`config.mk`:
```
export PLATFORM = sky130hd
export DESIGN_NAME = multi_switch_debouncer_unit
export DESIGN_NICKNAME = d
export VERILOG_FILES = /design/src/rtl/msd_pkg.sv /design/src/rtl/msd_update.sv /design/src/rtl/msd_emit.sv /design/src/rtl/multi_switch_debouncer_unit.sv
export SDC_FILE = /design/constraint.sdc
export NUM_CORES = 1
export LEC_CHECK = 0
export ABC_AREA = 1
export ABC_CLOCK_PERIOD_IN_PS = 2300
export BUFFER_PORTS_ARGS = -buffer_cell sky130_fd_sc_hd__buf_4
export CORE_ASPECT_RATIO = 1.75
export CORE_MARGIN = 5
export CORE_UTILIZATION = 40
export CTS_CLUSTER_SIZE = 40
export DETAILED_ROUTE_END_ITERATION = 12
export PLACE_DENSITY = 0.64
export SYNTH_ARGS = -nofsm -noshare
export SYNTH_HDL_FRONTEND = slang
export SYNTH_SLANG_ARGS = --single-unit
```
`constraint.sdc`:
```
create_clock -name clk -period 2.3 [get_ports clk]
set_clock_uncertainty 0.05 [all_clocks]
set_input_delay 0.23 -clock clk [delete_from_list [all_inputs] [get_ports clk]]
set_output_delay 0.23 -clock clk [all_outputs]
set_load 0.02 [all_outputs]
```
`src/rtl/msd_pkg.sv`:
```
// msd_pkg: shared types and constants for the multi-switch debouncer
// no dependencies; imported by msd_update, msd_emit and the top level

package msd_pkg;

	// width of the settle count register and of each channel counter
	localparam int unsigned CntW = 4;

	typedef logic [CntW-1:0] cnt_t;

	// settle count after reset, in ticks
	localparam cnt_t SETTLE_RESET = cnt_t'(5);

endpackage

```
`src/rtl/msd_update.sv`:
```
// msd_update: per-channel debounce state and the change mask of one tick
// depends on msd_pkg

module msd_update import msd_pkg::*; #(
	parameter int unsigned NUM_SWITCHES = 4
) (
	input  logic                    clk,
	input  logic                    arst_n,
	input  cnt_t                    settle_q,
	input  logic                    tick,
	input  logic [NUM_SWITCHES-1:0] level,
	output logic                    batch_load,
	output logic                    batch_first,
	output logic [NUM_SWITCHES-1:0] batch_base,
	output logic [NUM_SWITCHES-1:0] batch_mask
);

	logic                    started_q;
	logic [NUM_SWITCHES-1:0] stable_q;
	logic [NUM_SWITCHES-1:0] sampled_q;
	cnt_t                    cnt_q [NUM_SWITCHES];

	logic [NUM_SWITCHES-1:0] diff;
	logic [NUM_SWITCHES-1:0] climb;
	logic [NUM_SWITCHES-1:0] upd;
	cnt_t                    cnt_d [NUM_SWITCHES];

	// per-channel decision, channels are independent of each other
	always_comb begin
		for (int i = 0; i < NUM_SWITCHES; i++) begin
			diff[i]  = level[i] != sampled_q[i];
			climb[i] = !diff[i] && (cnt_q[i] < settle_q);
			upd[i]   = !diff[i] && !climb[i] && (sampled_q[i] != stable_q[i]);
			if (diff[i]) begin
				cnt_d[i] = '0;
			end else if (climb[i]) begin
				cnt_d[i] = cnt_q[i] + cnt_t'(1);
			end else begin
				cnt_d[i] = cnt_q[i];
			end
		end
	end

	// state registers, updated once per accepted tick
	always_ff @(posedge clk or negedge arst_n) begin
		if (!arst_n) begin
			started_q <= 1'b0;
			stable_q  <= '0;
			sampled_q <= '0;
			for (int i = 0; i < NUM_SWITCHES; i++) begin
				cnt_q[i] <= '0;
			end
		end else if (tick) begin
			if (!started_q) begin
				started_q <= 1'b1;
				stable_q  <= level;
				sampled_q <= level;
			end else begin
				stable_q  <= stable_q ^ upd;
				sampled_q <= sampled_q ^ diff;
				for (int i = 0; i < NUM_SWITCHES; i++) begin
					cnt_q[i] <= cnt_d[i];
				end
			end
		end
	end

	// batch handed to the report stage
	assign batch_first = !started_q;
	assign batch_base  = started_q ? stable_q : level;
	assign batch_mask  = started_q ? upd : '0;
	assign batch_load  = tick && (!started_q || (|upd));

endmodule

```
`src/rtl/msd_emit.sv`:
```
// msd_emit: batch register and output register, one report per beat
// depends on msd_pkg

module msd_emit import msd_pkg::*; #(
	parameter int unsigned NUM_SWITCHES = 4
) (
	input  logic                    clk,
	input  logic                    arst_n,
	input  logic                    batch_load,
	input  logic                    batch_first,
	input  logic [NUM_SWITCHES-1:0] batch_base,
	input  logic [NUM_SWITCHES-1:0] batch_mask,
	output logic                    batch_busy,
	output logic                    out_valid,
	input  logic                    out_stall,
	output logic [NUM_SWITCHES-1:0] report_bits,
	output logic                    last_report
);

	logic                    valid_s1;
	logic                    first_s1;
	logic [NUM_SWITCHES-1:0] base_s1;
	logic [NUM_SWITCHES-1:0] pend_s1;

	logic                    out_valid_q;
	logic [NUM_SWITCHES-1:0] report_q;
	logic                    last_q;

	logic [NUM_SWITCHES-1:0] lowest;
	logic [NUM_SWITCHES-1:0] next_report;
	logic                    single;
	logic                    out_free;
	logic                    move;

	// lowest pending channel gives the next report
	always_comb begin
		lowest      = pend_s1 & (~pend_s1 + NUM_SWITCHES'(1));
		next_report = first_s1 ? base_s1 : (base_s1 ^ lowest);
		single      = first_s1 || ((pend_s1 & (pend_s1 - NUM_SWITCHES'(1))) == '0);
		out_free    = !out_valid_q || !out_stall;
		move        = valid_s1 && out_free;
		batch_busy  = valid_s1 && !(move && single);
	end

	// batch register
	always_ff @(posedge clk or negedge arst_n) begin
		if (!arst_n) begin
			valid_s1 <= 1'b0;
		end else if (batch_load) begin
			valid_s1 <= 1'b1;
		end else if (move && single) begin
			valid_s1 <= 1'b0;
		end
	end

	always_ff @(posedge clk) begin
		if (batch_load) begin
			first_s1 <= batch_first;
			base_s1  <= batch_base;
			pend_s1  <= batch_mask;
		end else if (move) begin
			base_s1 <= next_report;
			pend_s1 <= pend_s1 & ~lowest;
		end
	end

	// output register
	always_ff @(posedge clk or negedge arst_n) begin
		if (!arst_n) begin
			out_valid_q <= 1'b0;
		end else if (move) begin
			out_valid_q <= 1'b1;
		end else if (!out_stall) begin
			out_valid_q <= 1'b0;
		end
	end

	always_ff @(posedge clk) begin
		if (move) begin
			report_q <= next_report;
			last_q   <= single;
		end
	end

	assign out_valid   = out_valid_q;
	assign report_bits = report_q;
	assign last_report = last_q;

endmodule

```
`src/rtl/multi_switch_debouncer_unit.sv`:
```
// multi_switch_debouncer_unit: top level of the multi-switch debouncer
// depends on msd_pkg, msd_update and msd_emit

// Each input beat is one sampling tick of NUM_SWITCHES switch levels. The
// debounce state is updated in the cycle the tick is taken, and the channels
// whose stable level changes are queued as one batch that the output register
// sends one report per cycle while out_stall is low, lowest channel first,
// with last_report on the final one. A tick that changes no stable bit gives
// no report. Ticks are taken one per cycle while each causes at most one
// report and out_stall is low; a tick with more than one report keeps the batch
// register busy, stalling the next tick, until its last report moves to the
// output register. The very first tick after reset gives one report of its
// levels. settle_count is written through the cfg channel, which is always
// ready, and should only be written while no reports are pending.

module multi_switch_debouncer_unit import msd_pkg::*; #(
	parameter int unsigned NUM_SWITCHES = 4
) (
	input  logic                    clk,
	input  logic                    arst_n,
	input  logic                    cfg_valid,
	output logic                    cfg_ready,
	input  cnt_t                    settle_count,
	input  logic                    in_valid,
	output logic                    in_stall,
	input  logic [NUM_SWITCHES-1:0] switch_bits,
	output logic                    out_valid,
	input  logic                    out_stall,
	output logic [NUM_SWITCHES-1:0] report_bits,
	output logic                    last_report
);

	cnt_t                    settle_q;
	logic                    tick;
	logic                    batch_load;
	logic                    batch_first;
	logic [NUM_SWITCHES-1:0] batch_base;
	logic [NUM_SWITCHES-1:0] batch_mask;
	logic                    batch_busy;

	// settle count register
	always_ff @(posedge clk or negedge arst_n) begin
		if (!arst_n) begin
			settle_q <= SETTLE_RESET;
		end else if (cfg_valid && cfg_ready) begin
			settle_q <= settle_count;
		end
	end

	assign cfg_ready = 1'b1;
	assign in_stall  = batch_busy;
	assign tick      = in_valid && !in_stall;

	msd_update #(
		.NUM_SWITCHES(NUM_SWITCHES)
	) u_update (
		.clk        (clk),
		.arst_n     (arst_n),
		.settle_q   (settle_q),
		.tick       (tick),
		.level      (switch_bits),
		.batch_load (batch_load),
		.batch_first(batch_first),
		.batch_base (batch_base),
		.batch_mask (batch_mask)
	);

	msd_emit #(
		.NUM_SWITCHES(NUM_SWITCHES)
	) u_emit (
		.clk        (clk),
		.arst_n     (arst_n),
		.batch_load (batch_load),
		.batch_first(batch_first),
		.batch_base (batch_base),
		.batch_mask (batch_mask),
		.batch_busy (batch_busy),
		.out_valid  (out_valid),
		.out_stall  (out_stall),
		.report_bits(report_bits),
		.last_report(last_report)
	);

endmodule

```
## After elaboration in Yosys (flattened, before gate mapping)

Cells that the tools add are included.
W data, S select, Z words.

- Input bits: 13
- Register bits after elaboration: 45
- Memory bits (writable): 0
- Bits in read-only memories: 0
- Output and inout bits: 8
- Word-level logic and storage cells: 108
- Memories kept: 0
- Latch bits: 0

- Multiplexer cells: 21
- Div/mod/pow operators: 0
- Equal/unequal tests: 9
- Shift-type cells: 0
- Multipliers: 0
- Add/sub/neg operators: 6
- Bitwise logic cells: 8
- Order comparisons: 4
- Reduce and logical (&&, ||, !) cells: 45

Operators with widths:

| cell | number |
|---|---|
| $mux W4 | 17 |
| $add A4 B1 Y4 const B | 5 |
| $logic_and A1 B1 Y1 | 17 |
| $lt A4 B4 Y1 | 4 |
| $logic_not A1 Y1 | 13 |
| $and A4 B4 Y4 | 3 |
| $reduce_and A3 Y1 | 4 |
| $reduce_bool A2 Y1 | 6 |
| $xor A4 B4 Y4 | 3 |
| $ne A1 B1 Y1 | 8 |
| $not A4 Y4 | 2 |
| $logic_not A4 Y1 | 1 |
| $mux W1 | 4 |
| $reduce_or A4 Y1 | 1 |
| $sub A4 B1 Y4 const B | 1 |
| $logic_or A1 B1 Y1 | 3 |
| $ne A2 B1 Y1 const B | 1 |

## Longest topological paths before layout

- Depth in word-level cells: 11
- Depth in mapped cells: 13
- Depth with buffers taken out: 13

## By module

From an unflattened synthesis, not the netlist that was laid out.

- Cells, all modules: 355
- Area, all modules: 2746.4 µm²

Modules (own cells, without submodules):

| module | area an instance (µm²) | instances | cells an instance | sequential area each (µm²) |
|---|---|---|---|---|
| msd_update | 1855.5 | 1 | 264 | 625.6 |
| msd_emit | 720.7 | 1 | 70 | 470.5 |
| multi_switch_debouncer_unit | 170.2 | 1 | 21 | 102.6 |

## Worst setup path before layout

No wires, ideal clock.

- Path kind: register to register
- Start: register settle_q[2]
- End: register u_emit.base_s1[0] (enable)
- Arrival: 1726 ps
- Period minus slack after synthesis: 2074 ps
- Path slack: 226 ps
- Stages on the path, launching flop included: 13
- Data required time: 1952 ps
- Cell sequence: dfstp_2 inv_1 ha_1 nand2_1 inv_1 nand2_1 nand2_1 nand2_1 nand2_1 nor2_1 nand2_2 nand2_2 nand2_1

- Longest elaborated chain between the ends: 9
- Elaborated cells between the ends (all ways): 24

RTL lines:

| what | line | text |
|---|---|---|
| start, declared | multi_switch_debouncer_unit.sv:33 | `cnt_t settle_q;` |
| start signal, assigned | multi_switch_debouncer_unit.sv:46 | `settle_q <= settle_count;` |
| $lt A4 B4 Y1 | msd_update.sv:32 | `climb[i] = !diff[i] && (cnt_q[i] < settle_q);` |
| $logic_and A1 B1 Y1 | msd_update.sv:32 |  |
| $logic_not A1 Y1 | msd_update.sv:33 | `upd[i] = !diff[i] && !climb[i] && (sampled_q[i] != stable_q[i]);` |
| $logic_and A1 B1 Y1 (2 in a row) | msd_update.sv:33 |  |
| $reduce_or A4 Y1 (*) | msd_update.sv:72 | `assign batch_load = tick && (!started_q \|\| (\|upd));` |
| $logic_or A1 B1 Y1 (*) | msd_update.sv:72 |  |
| $logic_and A1 B1 Y1 (*) | msd_update.sv:72 |  |
| $reduce_bool A2 Y1 (no line) (*) | n/a |  |
| end signal, assigned | msd_emit.sv:59 | `base_s1 <= batch_base;` |
| end signal, assigned | msd_emit.sv:62 | `base_s1 <= next_report;` |
| end, declared | msd_emit.sv:22 | `logic [NUM_SWITCHES-1:0] base_s1;` |

Mark *: on every way between the ends. The rest lies on a longest branch, timed or not.
A chain may end at the register's enable or synchronous reset.

## Worst setup path after layout

- Start: register settle_q[2]
- End: register u_emit.base_s1[1] (enable)

The elaborated chain is that of the path after synthesis.

==> flow_summary.yaml <==
clocking:
  cts_tree: "done"
  postCtsSetupBuffers: 0
  cts_root_buffer: "clkbuf_16"
  insertion_delay_ps: 290
  cts_buffers: 5
  clk_pin_slew_ps: 60
  cts_resized: 0
  clk_path_buf_depth: 2
  clock_sinks: 45
  cts_max_level: 2
worst_hold_path:
  hold_end: "settle_q[3]"
  min_path_cells: 3
  hold_path_class: "in -> reg"
  min-delay-start: "settle_count[3]"
critical_path:
  r2r_start: "settle_q[2]"
  critPathBufInv: 3
  required_ps: 2210
  crit_type: "reg -> reg"
  reg2reg_depth: 12
  start_kind: "flop"
  critical_path_arrival_ps: 1980
  crit_family: "simple AND/OR/NAND/NOR gates"
  reg2reg_to: "u_emit.base_s1[1]"
  crit_fanout: 8
  critical_path.cell_chain: "inv_1 -> ha_1 -> nand2_1 -> inv_1 -> nand2_1 -> nand2_1 -> nand2_1 -> nand2_1 -> inv_1 -> nand2_2 -> nand2_2 -> nand2_1"
  worstSetupEndpointType: "flop"
  critPathSlowestCell: "dfstp_2"
  max_stage_delay_ps: 510
  regToRegSetupSlack_ps: 230
  cp_common_cell: "nand2_1"
floorplanning:
  die_x_um: 72.1
  die_height_um: 119
  initial_core_util_pct: 41.3
  die_area_sq_um: 8560
  ios: 21
  core_area_sq_um: 6540
  rows: 39
cells_and_area:
  antenna_cells: 0
  drive_above_1_share_pct: 12.6
  final_cell_mix: "nand2_1 (147), inv_1 (41), nor2_1 (31)"
  fin_cells: 463
  final_common_cell: "nand2_1"
  area_growth_pct: 15.7
  num-nets-final: 409
detailed_routing:
  route.detailed.drc: 0
  antenna_left: 0
  vias_per_cell: 4.77
  wire_per_inst_um: 11.7
  drt_iter0_drc: 49
  wirelength_um: 5410
  first_pass_iters: 4
  vias: 2208
power_and_ir_drop:
  p_leak_nw: 1.76
  max-vdd-ir-drop_uv: 391
  powerDensity_nw_per_um2: 1000
placement:
  post-place-ws_ps: 232
  port_buffers: 19
  globalplace.congestion: 0.790
  hpwlAfterDp_um: 4240
  place_inst: 454
logic_synthesis:
  avgSynthCellArea_sq_um: 7.61
  ys_seq_area_share_pct: 44.4
  synth_warnings: 0
  synth_area_sq_um: 2700
  synthCells: 355
  synth_seq_cells: 45
  synth_nets: 384
  synth_cell_types: 25
timing:
  drv_slew: 0
  rsz0062_at_grt: "no"
  tns_ps: 0
  period_share_pct: 90.0
  setup_viol: 0
  final-hold-violation-count: 0
  fin_crit_ps: 2070
  timing.fmax_ghz: 0.483
  worst_slack_ps: 230
job:
  cap_violations: 0
global_route:
  grt_pass1_wl_um: 9640
  antenna_found_initial: 0
  grt_pass1_vias: 2251
  grt_start_max_net_pins: 32
  overflow: 0
  track_usage_pct: 14.1
run_status:
  outcome: "finished clean"
## how the worst max path moves through the flow
| stage | cells after the start | slack, ps | to | start |
|---|---|---|---|---|
| finish | 12 | 230 | u_emit.base_s1[1] | settle_q[2] |
| global route | 12 | 60 | u_emit.base_s1[1] | settle_q[2] |
| CTS | 12 | 210 | u_emit.base_s1[1] | settle_q[2] |
| detailed placement | 12 | 230 | u_emit.base_s1[1] | settle_q[2] |
| global placement | 12 | 250 | u_emit.base_s1[1] | settle_q[2] |
| floorplan | 12 | 230 | u_emit.base_s1[0] | settle_q[2] |
## synthesized netlist by cell type, drive strengths merged
cell | instances | share of area (%)
nand2 | 156 | 23
inv | 42 | 5.8
nor2 | 34 | 5.2
dfrtp | 29 | 27
nand3 | 18 | 3.3
ha | 16 | 7.4
o21ai | 15 | 2.8
edfxtp | 14 | 16
a21oi | 8 | 1.8
xnor2 | 7 | 2.3
buf | 5 | 1.6
xor2 | 5 | 1.6
dfstp | 2 | 1.9
a21boi | 1 | 0.69
conb | 1 | 0.14
nand3b | 1 | 0.28
nand4 | 1 | 0.23
## power by group
| part | total, W | switching (W) | internal (W) |
|---|---|---|---|
| sequential | 0.00125 | 0.000172 | 0.00108 |
| clock | 0.000918 | 0.000298 | 0.000620 |
| combinational | 0.000961 | 0.000605 | 0.000356 |
## sequential cells by signal, indices dropped and copies added, names as in the netlist, named ones only
signal and flops:
u_update.cnt_q 16, settle_q 4, u_emit.base_s1 4, u_emit.pend_s1 4, u_emit.report_bits 4, u_update.sampled_q 4, u_emit.first_s1 1, u_emit.last_report 1
u_emit.out_valid 1, u_emit.valid_s1 1, u_update.started_q 1
## per-layer routing
metal	vias up	track usage [%]	routed length, um	share of wire, %
met5	-	0	0	0
met3	11	2.89	140	2.6
met2	27	26.8	3050	56
met1	1023	13.8	2070	38
met4	0	6.94	148	2.7
li1	1147	-	-	-
## final cells by class
| class | count | area [sq um] |
|---|---|---|
| Clock buffer | 5 | 125 |
| Clock inverter | 3 | 65.1 |
| Fill cell | 661 | 3410 |
| Inverter | 42 | 158 |
| Multi-Input combinational cell | 263 | 1300 |
| Sequential cell | 45 | 1200 |
| Tap cell | 82 | 103 |
| Timing Repair Buffer | 23 | 175 |
## tightest hold or removal path: stages
cell and delay (ps):
buf_4 70, nand2_1 40, o21ai_0 50
## stage by stage
stage	area, sq um	hold WS [ps]	utilization, %	total power [W]
after floorplan	2700	-116	-	0.00195
after global placement	2930	140	44.8	0.00221
after detailed placement	2930	142	44.8	0.00224
after CTS	3130	88.7	47.8	0.00317
after global routing	3130	101	47.8	0.00336
final	3130	91.5	47.8	0.00313
## logic make-up (layout without fill, tap and decap cells)
logic type | after synthesis | count (layout) | synth area share (%)
compound gates | 24 | 24 | 5.23
xor+xnor | 12 | 12 | 3.89
fa+ha+maj | 16 | 16 | 7.41
buf+inv | 47 | 73 | 7.41
flops | 45 | 45 | 44.4
other cells | 1 | 1 | 0.139
simple gates | 210 | 210 | 31.5
## timing repair
action / 4_1_cts / 5_1_grt
hold endpoints to repair: 29 / 0
hold buffers: 1 / 0
setup endpoints to repair: 0 / 0
No activity file was read; power rests on OpenSTA's default activity.
